**src/rtl/gtt_pkg.sv**
```systemverilog
package gtt_pkg;

  // Defaults for the top-level parameters
  localparam int MAX_FRAMES_DEF = 64;
  localparam int MAX_COEFS_DEF  = 16;
  localparam int COEF_BITS_DEF  = 16;

  // Fixed field widths
  localparam int FUNC_W    = 2;
  localparam int FIDX_W    = 6;
  localparam int CIDX_W    = 4;
  localparam int THR_W     = 20;
  localparam int NCOEF_W   = 5;
  localparam int NFRM_W    = 7;
  localparam int POS_OUT_W = 6;
  localparam int MEAN_W    = 20;
  localparam int OUT_TDATA_W = 32;

  // Internal state widths
  localparam int PART_W = 21;
  localparam int SUM_W  = 32;
  localparam int CNT_W  = 16;
  localparam int DIVN_W = SUM_W + 1;
  localparam int DIVD_W = CNT_W + 1;

  // Configuration port
  localparam int CFG_ADDR_W = 4;
  localparam int CFG_DATA_W = 32;
  localparam logic [1:0] REG_THRESHOLD = 2'd0;
  localparam logic [1:0] REG_COEFFS    = 2'd1;
  localparam logic [1:0] REG_FRAMES    = 2'd2;

  localparam logic [THR_W-1:0]   THRESHOLD_RST = 20'd25600;
  localparam logic [NCOEF_W-1:0] COEFFS_RST    = 5'd12;
  localparam logic [NFRM_W-1:0]  FRAMES_RST    = 7'd64;

  typedef enum logic [FUNC_W-1:0] {
    FUNC_LOAD    = 2'd0,
    FUNC_SAMPLE  = 2'd1,
    FUNC_RESTART = 2'd2
  } func_t;

  typedef enum logic [3:0] {
    ST_IDLE,
    ST_ACC,
    ST_DEC,
    ST_ADV_WAIT,
    ST_FIN,
    ST_MEAN_FW,
    ST_MEAN_Q,
    ST_MEAN_QW,
    ST_EMIT
  } state_t;

  typedef enum logic [3:0] {
    OP_NONE,
    OP_LOAD,
    OP_RESTART,
    OP_CAPTURE,
    OP_ACCUM,
    OP_ADVANCE,
    OP_STAY,
    OP_DROP,
    OP_KEEP,
    OP_AVG_ADD,
    OP_MEAN_BASE,
    OP_MEAN_ADDQ,
    OP_MEAN_SET,
    OP_MEAN_ZERO,
    OP_EMIT
  } op_t;

  typedef enum logic {
    DIV_FRAME,
    DIV_MEAN
  } div_sel_t;

  typedef struct packed {
    op_t      op;
    logic     div_start;
    div_sel_t div_sel;
  } cmd_t;

  typedef struct packed {
    logic has_next;
    logic dc_gt;
    logic dn_gt;
    logic dn_lt_dc;
    logic fc_nz;
    logic den_nz;
    logic last;
    logic div_done;
  } sts_t;

endpackage

```
**src/rtl/gtt_ctrl.sv**
```systemverilog
module gtt_ctrl import gtt_pkg::*; (
  input  logic              clk,
  input  logic              rst_n,
  input  logic              in_tvalid,
  input  logic [FUNC_W-1:0] in_func,
  output logic              in_tready,
  output logic              out_tvalid,
  input  logic              out_tready,
  input  sts_t              sts,
  output cmd_t              cmd
);

  state_t state_r, state_nxt;
  logic   out_valid_r, out_valid_nxt;

  always_ff @(posedge clk) begin
    if (!rst_n) begin
      state_r     <= ST_IDLE;
      out_valid_r <= 1'b0;
    end else begin
      state_r     <= state_nxt;
      out_valid_r <= out_valid_nxt;
    end
  end

  always_comb begin
    state_nxt     = state_r;
    out_valid_nxt = out_valid_r && !out_tready;
    in_tready     = 1'b0;
    cmd.op        = OP_NONE;
    cmd.div_start = 1'b0;
    cmd.div_sel   = DIV_FRAME;
    case (state_r)
      ST_IDLE: begin
        in_tready = 1'b1;
        if (in_tvalid) begin
          case (func_t'(in_func))
            FUNC_LOAD:    cmd.op = OP_LOAD;
            FUNC_RESTART: cmd.op = OP_RESTART;
            FUNC_SAMPLE: begin
              cmd.op    = OP_CAPTURE;
              state_nxt = ST_ACC;
            end
            default: cmd.op = OP_NONE;
          endcase
        end
      end
      ST_ACC: begin
        cmd.op    = OP_ACCUM;
        state_nxt = sts.last ? ST_DEC : ST_IDLE;
      end
      ST_DEC: begin
        if (sts.has_next) begin
          if (sts.dn_gt && sts.dc_gt) begin
            cmd.op    = OP_DROP;
            state_nxt = ST_EMIT;
          end else if (sts.dn_lt_dc) begin
            cmd.op        = OP_ADVANCE;
            cmd.div_start = sts.fc_nz;
            state_nxt     = sts.fc_nz ? ST_ADV_WAIT : ST_FIN;
          end else begin
            cmd.op    = OP_STAY;
            state_nxt = ST_FIN;
          end
        end else if (sts.dc_gt) begin
          cmd.op    = OP_DROP;
          state_nxt = ST_EMIT;
        end else begin
          cmd.op    = OP_KEEP;
          state_nxt = ST_FIN;
        end
      end
      ST_ADV_WAIT: begin
        if (sts.div_done) begin
          cmd.op    = OP_AVG_ADD;
          state_nxt = ST_FIN;
        end
      end
      ST_FIN: begin
        if (sts.has_next) begin
          cmd.op    = OP_MEAN_ZERO;
          state_nxt = ST_EMIT;
        end else if (sts.fc_nz) begin
          cmd.div_start = 1'b1;
          state_nxt     = ST_MEAN_FW;
        end else begin
          cmd.op    = OP_MEAN_BASE;
          state_nxt = ST_MEAN_Q;
        end
      end
      ST_MEAN_FW: begin
        if (sts.div_done) begin
          cmd.op    = OP_MEAN_ADDQ;
          state_nxt = ST_MEAN_Q;
        end
      end
      ST_MEAN_Q: begin
        if (sts.den_nz) begin
          cmd.div_start = 1'b1;
          cmd.div_sel   = DIV_MEAN;
          state_nxt     = ST_MEAN_QW;
        end else begin
          cmd.op    = OP_MEAN_ZERO;
          state_nxt = ST_EMIT;
        end
      end
      ST_MEAN_QW: begin
        cmd.div_sel = DIV_MEAN;
        if (sts.div_done) begin
          cmd.op    = OP_MEAN_SET;
          state_nxt = ST_EMIT;
        end
      end
      ST_EMIT: begin
        if (!out_valid_r || out_tready) begin
          cmd.op        = OP_EMIT;
          out_valid_nxt = 1'b1;
          state_nxt     = ST_IDLE;
        end
      end
      default: state_nxt = ST_IDLE;
    endcase
  end

  assign out_tvalid = out_valid_r;

endmodule
```
**config.mk**
```make
export PLATFORM = sky130hd
export DESIGN_NAME = gtt_ctrl
export DESIGN_NICKNAME = d
export VERILOG_FILES = /design/src/rtl/gtt_pkg.sv /design/src/rtl/gtt_ctrl.sv
export SDC_FILE = /design/constraint.sdc
export NUM_CORES = 1
export LEC_CHECK = 0
export BUFFER_PORTS_ARGS = -buffer_cell sky130_fd_sc_hd__buf_2
export CAP_MARGIN = 0
export CORE_MARGIN = 3
export CORE_UTILIZATION = 44
export DETAILED_ROUTE_END_ITERATION = 7
export PLACE_DENSITY = 0.74
export SKIP_CTS_REPAIR_TIMING = 1
export SYNTH_ARGS = -nofsm -noshare
export SYNTH_HDL_FRONTEND = slang
export SYNTH_SLANG_ARGS = --single-unit
```
**constraint.sdc**
```tcl
create_clock -name clk -period 1.3 [get_ports clk]
set_input_delay 0.13 -clock clk [delete_from_list [all_inputs] [get_ports clk]]
set_output_delay 0.13 -clock clk [all_outputs]
set_load 0.005 [all_outputs]
```
==> impl_metrics.csv <==
group,metric,value,unit
synthesis,ys_warn_count,0,
timing,setup_ws,-377,ps
place,dp.final_hpwl,1.66,mm
clock_tree,clock-sinks,5,
route,routed_wl,2.65,mm
synthesis,syn_inst,95,
die,rows,13,
power_and_ir_drop,ir_drop,0.562,mV
global_route,grt_pass1_vias,805,
setup_path,rrSetupSlack,-250,ps
clock_tree,h-tree-depth,1,
power_and_ir_drop,power_density,468,nW/um^2
cells_and_area,final_core_util,83.2,%
global_route,track_usage,22.5,%
cells_and_area,layout_common_cells,"buf_4 (25), buf_2 (20), nor2b_1 (8)",
synthesis,avgSynthCellArea,7.01,sq um
timing,tightest_slew,393,ps
place,gp_congestion,0.864,
synthesis,yosysSeqAreaShare,15.0,%
setup_path,crit_family,"flip-flops",
timing,finalCritPeriodShare,129,%
status,violations,"negative setup slack",
die,ios,22,
timing,finalHoldViolations,0,
cells_and_area,drive_above_1_share,54.9,%
clock_tree,ctsLongestPathBuffers,2,
route,drt-vias-per-instance,6.20,
setup_path,cp-end-kind,"output pin",
timing,finClkSkew,3.70,ps
hold_path,hp-class,"in2reg",
setup_path,cp-startpoint,"state_r[0]",
global_route,grt_pass1_wl,3.43,mm
cells_and_area,syn2layout_area_growth,70.9,%
timing,max_clock_freq,0.596,GHz
global_route,gr-total-overflow,0,
timing,setup_viol,11,
global_route,grt_antenna_before_repair,0,
setup_path,r2r_cells,5,
timing,period_minus_slack,1680,ps
die,initial_utilization,48.7,%
clock_tree,cts_buffers,3,
hold_path,hold_depth,2,
setup_path,arrival,1550,ps
setup_path,cp.depth,5,
synthesis,synth_cell_types,40,
place,io_buffers,21,
setup_path,crit_required,1170,ps
timing,finalMaxSlewViolations,0,
clock_tree,clock_latency,250,ps
route,firstDrtPassIters,4,
flow_run,max-cap-violations,0,
route,drc_errors,0,
setup_path,crit_buf_inv,2,
place,placed_area,908,sq um
clock_tree,cts_tree,"built",
setup_path,crit_chain,"buf_6 > or3b_4 > a21o_1 > o2111ai_2 > buf_2",
cells_and_area,nNetsFinal,159,
place,place_worst_setup_slack,-183,ps
setup_path,path_max_fanout,6,
route,avgRoutedWirePerCell,16.9,um
setup_path,slowest_delay,370,ps
cells_and_area,design_area,1140,sq um
timing,relSlewSlack,73.6,%
setup_path,slowest_stage,"dfxtp_4",
cells_and_area,antenna_cells,0,
clock_tree,cts-root-buf,"clkbuf_4",
die,die_w,44.9,um
route,final_antenna_net_count,0,
timing,holdWs,135,ps
die,die_y,44.9,um
setup_path,start_kind,"flop",
cells_and_area,final_cells,157,
place,post-place-cells,144,
setup_path,r2r_start,"state_r[0]",
global_route,grt_max_degree,16,
die,coreArea,1370,sq um
synthesis,syn-num-nets,111,
status,status,"finished with violations",
route,drt_iter0_drc,38,
route,route.vias.total,974,
clock_tree,clkTransAtPathRegs,50,ps
synthesis,netlist_area,666,sq um
power_and_ir_drop,leakagePower,0.555,nW
die,dieArea,2020,sq um
hold_path,worstHoldStart,"rst_n",
timing,rsz0062_at_grt,"true",
cells_and_area,layout_commonest_cell,"buf_4",
setup_path,crit_type,"reg2out",
synthesis,synth-seq-cells,5,
## flip-flops by register name, summed over array words and instances, names as in the netlist
name        cells
out_tvalid      1
state_r         4
## synthesized netlist by cell type
cell type	instances	area [sq um]
xnor2_1	1	8.76
or3b_1	1	8.76
a31oi_1	1	6.26
nor3_1	5	25.0
o221ai_1	2	17.5
nor2_1	8	30.0
nand2_1	7	26.3
and3_1	1	6.26
o211ai_1	1	7.51
o211a_1	1	10.0
o31ai_1	2	15.0
a21boi_0	2	15.0
nor2b_1	9	56.3
dfxtp_1	5	100
o21a_1	2	15.0
nand2b_1	4	25.0
ha_1	2	25.0
or4_1	1	7.51
nor4_2	1	12.5
a21oi_1	2	10.0
nand3_1	5	25.0
a2bb2oi_1	1	8.76
clkbuf_1	3	11.3
nand4_1	1	6.26
a21o_1	1	7.51
or2_2	1	6.26
o21ai_0	3	15.0
o2111ai_1	1	8.76
buf_2	3	15.0
o32ai_1	1	8.76
a21bo_2	1	10.0
and2_1	1	6.26
nor3b_1	1	7.51
o21ai_1	2	10.0
a32oi_1	2	17.5
a32o_1	3	30.0
buf_4	1	7.51
nor4b_2	1	15.0
inv_1	4	15.0
or3_1	1	6.26
## layer usage
metal / track usage [%] / routed length [um] / vias up
met4: 6.43 / 102 / 0
met5: 0 / 0 / -
li1: - / - / 447
met3: 4.78 / 251 / 12
met2: 35.8 / 1260 / 71
met1: 30.7 / 1030 / 444
## worst paths after layout
| check | endpoint |
|---|---|
| setup / recovery | cmd[2] |
| hold / removal | out_tvalid |
| setup reg to reg | state_r[1] |
| hold reg to reg | out_tvalid |
## kinds of logic after synthesis
kind of cell / share of synthesized area [%]
simple gates: 40.6
compound gates: 32.0
buf+inv: 7.33
flops: 15.0
fa+ha+maj: 3.76
xor+xnor: 1.32
## through the flow
stage	TNS (ps)	power, mW
floorplan	-143	0.228
global placement	-1280	0.295
detailed placement	-1550	0.298
CTS	-3370	0.486
global route	-3060	0.567
finish	-2370	0.532
## where the power goes
part           switching [mW]  leakage [nW]  internal (mW)  total, mW
Sequential            0.00560        0.0430          0.153      0.159
Combinational          0.0902         0.494         0.0976      0.188
Clock                  0.0741        0.0177          0.112      0.186
## worst reg2reg max path, stage by stage (launching register included)
cell     delay (ps)
dfxtp_4         370
buf_6           120
or3b_4          370
or4_1           430
nand3_2          90
a32o_1          120
## cell type report
type                            instances  area, sq um
Clock buffer                            3         22.5
Clock inverter                          1         5.00
Fill cell                              78          229
Inverter                                4         17.5
Multi-Input combinational cell         79          619
Sequential cell                         5          110
Tap cell                               15         18.8
Timing Repair Buffer                   50          344
No activity file was read; power rests on OpenSTA's default activity.
